## config.mk

```make
export PLATFORM = sky130hd
export DESIGN_NAME = linear_scan_priority_queue
export DESIGN_NICKNAME = d
export VERILOG_FILES = /design/src/hdl/lspq_pkg.sv /design/src/hdl/lspq_cell.sv /design/src/hdl/linear_scan_priority_queue.sv
export SDC_FILE = /design/constraint.sdc
export NUM_CORES = 2
export LEC_CHECK = 0
export ABC_AREA = 1
export ABC_CLOCK_PERIOD_IN_PS = 21500
export BUFFER_PORTS_ARGS = -buffer_cell sky130_fd_sc_hd__buf_2
export CAP_MARGIN = 20
export CORE_UTILIZATION = 40
export CTS_CLUSTER_SIZE = 25
export DETAILED_ROUTE_END_ITERATION = 16
export HOLD_SLACK_MARGIN = 0.03
export PLACE_DENSITY = 0.53
export SLEW_MARGIN = 20
export SYNTH_ARGS = -nofsm -noshare
export SYNTH_HDL_FRONTEND = slang
export SYNTH_HIERARCHICAL = 1
export SYNTH_SLANG_ARGS = --single-unit
```

## constraint.sdc

```tcl
create_clock -name clk -period 21.5 [get_ports clk]
set_input_delay 1.075 -clock clk [delete_from_list [all_inputs] [get_ports clk]]
set_output_delay 1.075 -clock clk [all_outputs]
set_load 0.02 [all_outputs]
```

## src/hdl/lspq_pkg.sv

```systemverilog
// shared constants, codes and types for the linear-scan priority queue
// no dependencies; imported by every module of the block
package lspq_pkg;

  // store geometry
  localparam int DEPTH      = 16;
  localparam int FIND_LIMIT = 8;
  localparam int IDX_W      = $clog2(DEPTH);
  localparam int CNT_W      = $clog2(DEPTH + 1);
  localparam int FND_W      = $clog2(FIND_LIMIT + 1);

  // field widths
  localparam int KEY_W  = 32;
  localparam int PRIO_W = 8;
  localparam int FUNC_W = 2;
  localparam int STAT_W = 2;
  localparam int POS_W  = 4;
  localparam int OCC_W  = 5;

  // operation codes
  localparam logic [FUNC_W-1:0] FUNC_PUSH  = 2'd0;
  localparam logic [FUNC_W-1:0] FUNC_POP   = 2'd1;
  localparam logic [FUNC_W-1:0] FUNC_CLEAR = 2'd2;
  localparam logic [FUNC_W-1:0] FUNC_FIND  = 2'd3;

  // result status codes
  localparam logic [STAT_W-1:0] STAT_OK    = 2'd0;
  localparam logic [STAT_W-1:0] STAT_EMPTY = 2'd1;
  localparam logic [STAT_W-1:0] STAT_FULL  = 2'd2;

  // scan token handed from cell to cell
  typedef struct packed {
    logic              active;
    logic              have;
    logic              stop;
    logic [PRIO_W-1:0] best_prio;
    logic [IDX_W-1:0]  best_idx;
  } probe_t;

  // commands broadcast from the controller to every cell
  typedef struct packed {
    logic             advance;
    logic             flush;
    logic             load;
    logic [IDX_W-1:0] load_idx;
    logic             shift;
    logic [IDX_W-1:0] shift_from;
  } cell_cmd_t;

  // cell index to the fixed-width position field
  function automatic logic [POS_W-1:0] to_pos(input logic [IDX_W-1:0] idx);
    logic [IDX_W+POS_W-1:0] ext;
    ext = {{POS_W{1'b0}}, idx};
    return ext[POS_W-1:0];
  endfunction

  // entry count to the fixed-width occupancy field
  function automatic logic [OCC_W-1:0] to_occ(input logic [CNT_W-1:0] cnt);
    logic [CNT_W+OCC_W-1:0] ext;
    ext = {{OCC_W{1'b0}}, cnt};
    return ext[OCC_W-1:0];
  endfunction

endpackage

```

## src/hdl/lspq_cell.sv

```systemverilog
// one storage cell of the queue: an entry, its key match and the scan token stage
// depends on lspq_pkg
module lspq_cell
  import lspq_pkg::*;
(
  input  logic              clk,
  input  logic              rst,
  input  logic [IDX_W-1:0]  idx,
  input  cell_cmd_t         cmd,
  input  logic [KEY_W-1:0]  wr_key,
  input  logic [PRIO_W-1:0] wr_prio,
  input  logic [KEY_W-1:0]  nb_key,
  input  logic [PRIO_W-1:0] nb_prio,
  input  logic [KEY_W-1:0]  search_key,
  input  logic [PRIO_W-1:0] max_prio,
  input  probe_t            probe_in,
  output probe_t            probe_out,
  output logic [KEY_W-1:0]  key,
  output logic [PRIO_W-1:0] prio,
  output logic              hit
);

  probe_t probe_next;

  // entry storage: append at the tail, or close the gap left by a pop
  always_ff @(posedge clk) begin
    if (cmd.load && (idx == cmd.load_idx)) begin
      key  <= wr_key;
      prio <= wr_prio;
    end else if (cmd.shift && (idx >= cmd.shift_from)) begin
      key  <= nb_key;
      prio <= nb_prio;
    end
  end

  // key compare against the broadcast search key
  assign hit = (key == search_key);

  // running best update as the token passes this cell
  always_comb begin
    probe_next = probe_in;
    if (probe_in.active) begin
      if (!probe_in.have || (!probe_in.stop && (prio > probe_in.best_prio))) begin
        probe_next.have      = 1'b1;
        probe_next.stop      = (prio == max_prio);
        probe_next.best_prio = prio;
        probe_next.best_idx  = idx;
      end
    end
  end

  // token stage
  always_ff @(posedge clk) begin
    if (rst) begin
      probe_out <= '0;
    end else if (cmd.flush) begin
      probe_out <= '0;
    end else if (cmd.advance) begin
      probe_out <= probe_next;
    end
  end

endmodule

```

## src/hdl/linear_scan_priority_queue.sv

```systemverilog
// Linear-scan priority queue: a row of storage cells, a scan token and the controller.
// Usage:
//   in channel (in_valid/in_ready) carries one operation per beat: func, entry_key,
//   entry_priority. out channel (out_valid/out_ready) carries result beats with
//   last set on the final beat of an operation. cfg_wr_en writes the stop priority.
// Operation flow:
//   one operation in flight at a time; ready returns the cycle after its final
//   beat is registered. Push, clear, and pop or find on an empty queue register
//   their result straight from the start state, with no walk. Pop and find walk a
//   token through the cells, one cell per cycle, a find pausing at a match while
//   its beat cannot be registered. A pop registers its result, and closes the gap,
//   when the walk ends at position p (early stop, else the tail); a find beat for
//   position p comes once the token reaches p at the earliest, later if earlier
//   beats waited on the receiver.
// Reset:
//   rst (synchronous) empties the queue, sets the stop priority to 255 and drops
//   any pending result. Stored entries are not cleared; only the fill count matters.
// Stall:
//   a result waits in the output register while out_ready is low; the scan holds
//   its place and nothing is lost.
module linear_scan_priority_queue
  import lspq_pkg::*;
(
  input  logic              clk,
  input  logic              rst,
  input  logic              cfg_wr_en,
  input  logic [PRIO_W-1:0] cfg_wr_data,
  input  logic              in_valid,
  output logic              in_ready,
  input  logic [FUNC_W-1:0] func,
  input  logic [KEY_W-1:0]  entry_key,
  input  logic [PRIO_W-1:0] entry_priority,
  output logic              out_valid,
  input  logic              out_ready,
  output logic [STAT_W-1:0] status,
  output logic [KEY_W-1:0]  out_key,
  output logic [PRIO_W-1:0] out_priority,
  output logic [POS_W-1:0]  match_position,
  output logic [OCC_W-1:0]  occupancy,
  output logic              last
);

  localparam logic [1:0] S_IDLE  = 2'd0;
  localparam logic [1:0] S_START = 2'd1;
  localparam logic [1:0] S_WALK  = 2'd2;

  logic [1:0]        state, state_next;
  logic [CNT_W-1:0]  count, count_next;
  logic [IDX_W-1:0]  pos, pos_next;
  logic [FND_W-1:0]  nfound, nfound_next;
  logic [PRIO_W-1:0] stop_prio;
  logic [FUNC_W-1:0] op_func;
  logic [KEY_W-1:0]  op_key;
  logic [PRIO_W-1:0] op_prio;

  cell_cmd_t         cmd;
  probe_t            inject;
  probe_t            probes [DEPTH];
  logic [KEY_W-1:0]  cell_key [DEPTH];
  logic [PRIO_W-1:0] cell_prio [DEPTH];
  logic [DEPTH-1:0]  cell_hit;
  logic [DEPTH-1:0]  above;

  probe_t            cur;
  logic [IDX_W-1:0]  rd_idx;
  logic [CNT_W-1:0]  cnt_m1;
  logic [IDX_W-1:0]  last_idx;
  logic              out_free;
  logic              pop_done;
  logic              hit_here;
  logic              more_after;
  logic              find_last;

  logic              post;
  logic [STAT_W-1:0] res_status;
  logic [KEY_W-1:0]  res_key;
  logic [PRIO_W-1:0] res_prio;
  logic [POS_W-1:0]  res_pos;
  logic [OCC_W-1:0]  res_occ;
  logic              res_last;

  // row of cells, token and shifted data move between neighbours
  for (genvar i = 0; i < DEPTH; i++) begin : g_cell
    probe_t            p_in;
    logic [KEY_W-1:0]  n_key;
    logic [PRIO_W-1:0] n_prio;
    if (i == 0) begin : g_head
      assign p_in = inject;
    end else begin : g_body
      assign p_in = probes[i-1];
    end
    if (i == DEPTH - 1) begin : g_tail
      assign n_key  = cell_key[i];
      assign n_prio = cell_prio[i];
    end else begin : g_link
      assign n_key  = cell_key[i+1];
      assign n_prio = cell_prio[i+1];
    end
    lspq_cell u_cell (
      .clk        (clk),
      .rst        (rst),
      .idx        (IDX_W'(i)),
      .cmd        (cmd),
      .wr_key     (op_key),
      .wr_prio    (op_prio),
      .nb_key     (n_key),
      .nb_prio    (n_prio),
      .search_key (op_key),
      .max_prio   (stop_prio),
      .probe_in   (p_in),
      .probe_out  (probes[i]),
      .key        (cell_key[i]),
      .prio       (cell_prio[i]),
      .hit        (cell_hit[i])
    );
  end

  // configuration register
  always_ff @(posedge clk) begin
    if (rst) begin
      stop_prio <= '1;
    end else if (cfg_wr_en) begin
      stop_prio <= cfg_wr_data;
    end
  end

  // operation capture
  always_ff @(posedge clk) begin
    if (in_valid && in_ready) begin
      op_func <= func;
      op_key  <= entry_key;
      op_prio <= entry_priority;
    end
  end

  // scan status
  assign in_ready = (state == S_IDLE);
  assign out_free = !out_valid || out_ready;
  assign cur      = probes[pos];
  assign cnt_m1   = count - CNT_W'(1);
  assign last_idx = cnt_m1[IDX_W-1:0];
  assign pop_done = cur.stop || (pos == last_idx);
  assign rd_idx   = (op_func == FUNC_POP) ? cur.best_idx : pos;
  assign hit_here = cell_hit[pos];

  // live matches beyond the token
  always_comb begin
    for (int i = 0; i < DEPTH; i++) begin
      above[i] = (IDX_W'(i) > pos) && (CNT_W'(i) < count);
    end
  end
  assign more_after = |(cell_hit & above);
  assign find_last  = (nfound == FND_W'(FIND_LIMIT - 1)) || !more_after;

  // controller
  always_comb begin
    state_next  = state;
    count_next  = count;
    pos_next    = pos;
    nfound_next = nfound;
    cmd         = '0;
    inject      = '0;
    post        = 1'b0;
    res_status  = STAT_OK;
    res_key     = '0;
    res_prio    = '0;
    res_pos     = '0;
    res_occ     = to_occ(count);
    res_last    = 1'b1;
    case (state)
      S_IDLE: begin
        if (in_valid) begin
          state_next = S_START;
        end
      end
      S_START: begin
        case (op_func)
          FUNC_PUSH: begin
            if (out_free) begin
              post       = 1'b1;
              state_next = S_IDLE;
              if (count == CNT_W'(DEPTH)) begin
                res_status = STAT_FULL;
              end else begin
                cmd.load     = 1'b1;
                cmd.load_idx = count[IDX_W-1:0];
                count_next   = count + CNT_W'(1);
                res_occ      = to_occ(count + CNT_W'(1));
              end
            end
          end
          FUNC_CLEAR: begin
            if (out_free) begin
              post       = 1'b1;
              res_status = (count == '0) ? STAT_EMPTY : STAT_OK;
              res_occ    = '0;
              count_next = '0;
              state_next = S_IDLE;
            end
          end
          FUNC_POP, FUNC_FIND: begin
            if (count == '0) begin
              if (out_free) begin
                post       = 1'b1;
                res_status = STAT_EMPTY;
                state_next = S_IDLE;
              end
            end else begin
              inject.active = 1'b1;
              cmd.advance   = 1'b1;
              pos_next      = '0;
              nfound_next   = '0;
              state_next    = S_WALK;
            end
          end
          default: begin
            state_next = S_IDLE;
          end
        endcase
      end
      S_WALK: begin
        if (op_func == FUNC_POP) begin
          // pop: stop at the tail or early, then remove the winner
          if (pop_done) begin
            if (out_free) begin
              post           = 1'b1;
              res_key        = cell_key[rd_idx];
              res_prio       = cell_prio[rd_idx];
              res_pos        = to_pos(cur.best_idx);
              res_occ        = to_occ(cnt_m1);
              cmd.shift      = 1'b1;
              cmd.shift_from = cur.best_idx;
              cmd.flush      = 1'b1;
              count_next     = cnt_m1;
              state_next     = S_IDLE;
            end
          end else begin
            cmd.advance = 1'b1;
            pos_next    = pos + IDX_W'(1);
          end
        end else begin
          // find: one beat per matching cell up to FIND_LIMIT, last beat marked
          if (hit_here) begin
            if (out_free) begin
              post        = 1'b1;
              res_key     = cell_key[rd_idx];
              res_prio    = cell_prio[rd_idx];
              res_pos     = to_pos(pos);
              res_last    = find_last;
              nfound_next = nfound + FND_W'(1);
              if (find_last) begin
                cmd.flush  = 1'b1;
                state_next = S_IDLE;
              end else begin
                cmd.advance = 1'b1;
                pos_next    = pos + IDX_W'(1);
              end
            end
          end else if (pos == last_idx) begin
            if (out_free) begin
              post       = 1'b1;
              res_status = STAT_EMPTY;
              cmd.flush  = 1'b1;
              state_next = S_IDLE;
            end
          end else begin
            cmd.advance = 1'b1;
            pos_next    = pos + IDX_W'(1);
          end
        end
      end
      default: begin
        state_next = S_IDLE;
      end
    endcase
  end

  // control registers
  always_ff @(posedge clk) begin
    if (rst) begin
      state  <= S_IDLE;
      count  <= '0;
      pos    <= '0;
      nfound <= '0;
    end else begin
      state  <= state_next;
      count  <= count_next;
      pos    <= pos_next;
      nfound <= nfound_next;
    end
  end

  // output register
  always_ff @(posedge clk) begin
    if (rst) begin
      out_valid <= 1'b0;
    end else if (post) begin
      out_valid <= 1'b1;
    end else if (out_ready) begin
      out_valid <= 1'b0;
    end
  end

  always_ff @(posedge clk) begin
    if (post) begin
      status         <= res_status;
      out_key        <= res_key;
      out_priority   <= res_prio;
      match_position <= res_pos;
      occupancy      <= res_occ;
      last           <= res_last;
    end
  end

endmodule

```

## Word level (Yosys, flattened, before mapping)

Index checks and enable logic that the tools add are counted.

- Equal/unequal tests: 68
- $lt $le $gt $ge: 65
- Add/sub/neg operators: 4
- Mux-type cells: 189
- Bitwise gates (word level): 6
- Reduce and logical (&&, ||, !) cells: 142

Operators by type and width:

| operator | count |
|---|---|
| two-way mux 32 bit | 36 |
| == test 32 bit | 16 |
| two-way mux 14 bit | 31 |
| two-way mux 8 bit | 36 |
| binary-select mux 32 bit (select 4 bit) | 1 |
| == test 8 bit | 16 |
| greater-than comparator 8 bit | 15 |
| two-way mux 5 bit | 14 |
| two-way mux 4 bit | 17 |
| logical AND 1 bit | 63 |
| binary-select mux 15 bit (select 4 bit) | 1 |
| less-than comparator 4 x 5 -> 1 bit (first input constant) | 8 |
| two-way mux 2 bit | 17 |
| nonzero test 2 bit | 17 |
| binary-select mux 8 bit (select 4 bit) | 1 |
| == test 4 bit (first input constant) | 8 |
| greater-than comparator 4 bit (first input constant) | 8 |
| zero test 1 bit | 32 |
| greater-or-equal comparator 4 bit (first input constant) | 7 |
| two-way mux 13 bit | 2 |
| two-way mux 1 bit | 21 |
| less-than comparator 3 x 5 -> 1 bit (first input constant) | 4 |
| != test 4 bit (second input constant) | 5 |
| one-hot mux 5 bit (2 select lines) | 2 |
| other kinds (42) | 96 |

- Input port bits: 55
- Word-level logic and storage cells: 601
- Flip-flop bits (word level): 998

## Longest topological paths before layout

- Word-level depth: 12
- Depth in mapped cells: 22

## By module

Netlist, hierarchy kept.

Modules (own cells, without submodules):

| module | cells each | area an instance (sq um) | seq. area each (sq um) | instances |
|---|---|---|---|---|
| lspq_cell | 411 | 3328.2 | 1501.4 | 16 |
| linear_scan_priority_queue | 2246 | 13035.0 | 3303.2 | 1 |

## Worst setup path after synthesis

OpenSTA, ideal clock, no wires.

- Path type: register -> register
- Start: register op_key[12]
- End: register g_cell[0].u_cell/probe_out[13] (netlist name)
- Data required time: 21.373 ns
- Arrival time: 7.051 ns
- Buffers on the path: 1
- Slack: 14.322 ns
- Clock period less this slack: 7.178 ns
- Cell stages (with the launch flop): 22
- Path through: edfxtp_1 xnor2_1 o21ai_0 nor4_1 nand3_1 nor2_1 inv_1 nand2_1 nand3_1 o21ai_1 nand2_1 nand3_1 nand2_1 nand2_2 nand3_1 inv_2 nand3_1 a21oi_1 inv_1 clkbuf_1 nor3_1 nor2_1

RTL lines:

| element | line | text |
|---|---|---|
| start, declared | linear_scan_priority_queue.sv:53 | `logic [KEY_W-1:0] op_key;` |
| start signal, assigned | linear_scan_priority_queue.sv:131 | `op_key <= entry_key;` |
| end signal, assigned | lspq_cell.sv:59 | `probe_out <= probe_next;` |
| end, declared | lspq_cell.sv:17 | `output probe_t probe_out,` |

==> flow_metrics.py <==
metrics = {
    "drt": {
        "drc": 0,
        "routedWlPerCell_um": 21.0,
        "drt_wl_total_um": 233000,
        "antenna_left": 0,
        "drt_iter0_drc": 5564,
        "num_vias": 59900,
        "firstDrtPassIters": 7,
        "via_per_inst": 5.40,
    },
    "floorplanning": {
        "io_pins": 109,
        "initial_core_util_pct": 40.4,
        "die_x_um": 408,
        "coreArea_um2": 163000,
        "die_area_um2": 166000,
        "row_count": 148,
        "die_h_um": 408,
    },
    "setup_path": {
        "endpoint_kind": "register",
        "worstPathCellList": "inv_1, ha_1, nand2_1, nor2_1, inv_1, nand2_1, nor2_4, buf_12, buf_4, buf_4, buf_4, buf_4, nand3_1, nand2_1",
        "slowest_delay_ps": 960,
        "rr_endpoint": "g_cell[5].u_cell/key[13]",
        "startpoint_type": "register",
        "critPathArrivalTime_ps": 7230,
        "path_max_fanout": 173,
        "timing_worst_setup_path_type": "reg -> reg",
        "cp_slowest_cell": "buf_4",
        "reg2reg_depth": 14,
        "worstReg2RegStart": "count[0]",
        "critPathMostFrequentCell": "buf_4",
        "required_ps": 22110,
        "rrSetupSlack_ps": 14880,
    },
    "pwr": {
        "pwr-share-comb_pct": 32.8,
        "leakage_nw": 30.7,
        "clkPwrFrac_pct": 32.0,
        "powerDensity_nw_per_um2": 90.9,
        "p_int_w": 0.00398,
        "p_seq_share_pct": 35.1,
        "vdd_drop_max_uv": 72.1,
        "p_sw_w": 0.00262,
        "netSwitchingFraction_pct": 39.7,
    },
    "hold_path": {
        "hold_path_startpoint": "g_cell[2].u_cell/probe_out[9]",
        "whs_path_depth": 2,
        "hold_end": "g_cell[2].u_cell/probe_out[9]",
        "hp-class": "reg -> reg",
    },
    "synth": {
        "netlist_area_um2": 65800,
        "avgSynthCellArea_um2": 7.52,
        "synthCells": 8758,
        "yosysWarnings": 6,
    },
    "final_layout": {
        "drive_above_1_share_pct": 5.67,
        "final_nets": 9076,
        "syn2layout_area_growth_pct": 10.1,
        "utilization_pct": 44.5,
        "final_cell_mix": "2872 x nand2_1, 1606 x nand3_1, 734 x edfxtp_1",
        "multi_input_area_um2": 34500,
        "sequential_cell_area_um2": 27100,
        "nFillCells": 16700,
        "layout_commonest_cell": "nand2_1",
    },
    "clock_tree": {
        "clockBufferDepth": 3,
        "cts.htree.levels": 3,
        "cts_buffers": 119,
        "clk_pin_slew_ps": 60,
        "clock-sinks": 988,
        "cts_tree": "done",
        "post_cts_resized": 0,
        "cts_hold_buf": 0,
        "root_buffer": "clkbuf_16",
        "post_cts_buffers": 0,
        "insertion_delay_ps": 760,
    },
    "placed_design": {
        "dp_hpwl_um": 162000,
        "portBuffers": 108,
        "gp_congestion": 0.897,
    },
    "global_routing": {
        "grt_pass1_wl_um": 354000,
        "use_met1_pct": 37.1,
        "track_usage_pct": 27.3,
        "grt_overflow_total": 0,
        "grt_pass1_vias": 56600,
        "grt_use_met3_pct": 2.95,
        "grt_start_max_net_pins": 174,
        "grt_busiest_layer": "met2",
        "use_met2_pct": 44.2,
        "grt_antenna_before_repair": 3,
    },
    "sta": {
        "hold_viol_final": 0,
        "post-route-period-util_pct": 30.8,
        "slew_violations": 0,
        "tns_ps": 0,
        "period_minus_slack_ps": 6620,
        "finalSetupViolCount": 0,
        "skew_ps": 38.2,
        "tightest_slew_ps": 1150,
        "relSlewSlack_pct": 23.3,
        "rsz0062_at_grt": "false",
        "fmax_ghz": 0.151,
    },
    "flow_run": {
        "maxCapViolations": 0,
    },
    "outcome": {
        "outcome": "finished, final reports clean",
    },
}
power groups by stage:
stage | sequential (W) | combinational (W) | clock (W)
final | 0.00232 | 0.00217 | 0.00211
after global routing | 0.00233 | 0.00234 | 0.00222
after CTS | 0.00231 | 0.00216 | 0.00215
after detailed placement | 0.00235 | 0.00215 | 0
after global placement | 0.00235 | 0.00213 | 0
after floorplan | 0.00243 | 0.00134 | 0
metal layers:
metal | wire length (µm) | share of wire, % | vias up
met1 | 102000 | 44 | 28700
met4 | 9810 | 4.2 | 0
li1 | - | - | 28800
met2 | 108000 | 46 | 1984
met3 | 12700 | 5.4 | 437
met5 | 0 | 0 | -
layout make-up:
class / count / area share (%)
antenna: 4 / 0.0138
inverter: 699 / 3.62
multi-input combinational: 6777 / 47.5
sequential: 988 / 37.4
clock inverter: 62 / 0.995
tap: 2175 / 3.75
clock buffer: 159 / 4.55
timing repair buffer: 229 / 2.10
through the flow:
stage                     power [W]  hold slack, ps  std cells  area, µm²  worst slack (ps)
after floorplan             0.00377             438       8949      66600             14430
after global placement      0.00449             454      10900      68400             14670
after detailed placement    0.00450             457      10900      68400             14640
after CTS                   0.00662             433      11100      72400             14800
after global routing        0.00689             447      11100      72500             14410
final                       0.00659             466      11100      72500             14880
worst max path at each step:
stage,from,to,cells after the start
floorplan,op_key[12],g_cell[0].u_cell/probe_out[13],21
global placement,out_ready,g_cell[1].u_cell/key[27],13
detailed placement,out_ready,g_cell[3].u_cell/key[21],13
CTS,pos[0],g_cell[1].u_cell/key[17],19
global route,pos[0],g_cell[5].u_cell/prio[0],19
finish,count[0],g_cell[5].u_cell/key[13],14
sequential cells by signal, summed over array words and instances, names as in the netlist:
register and count:
g_cell.u_cell/key 512, g_cell.u_cell/probe_out 230, g_cell.u_cell/prio 128, op_key 32, out_key 32, op_prio 8
out_priority 8, stop_prio 8, count 5, occupancy 5, match_position 4, nfound 4
pos 4, op_func 2, state 2, status 2, last 1, out_valid 1
worst max-delay path, delay by kind of cell (launching register included):
| family | cells | cell delay (ps) |
|---|---|---|
| buffers and inverters | 7 | 4310 |
| and+or+nand+nor | 6 | 720 |
| DFF | 1 | 630 |
| adders and majority gates | 1 | 260 |
Power figures use the tool's default switching activity.
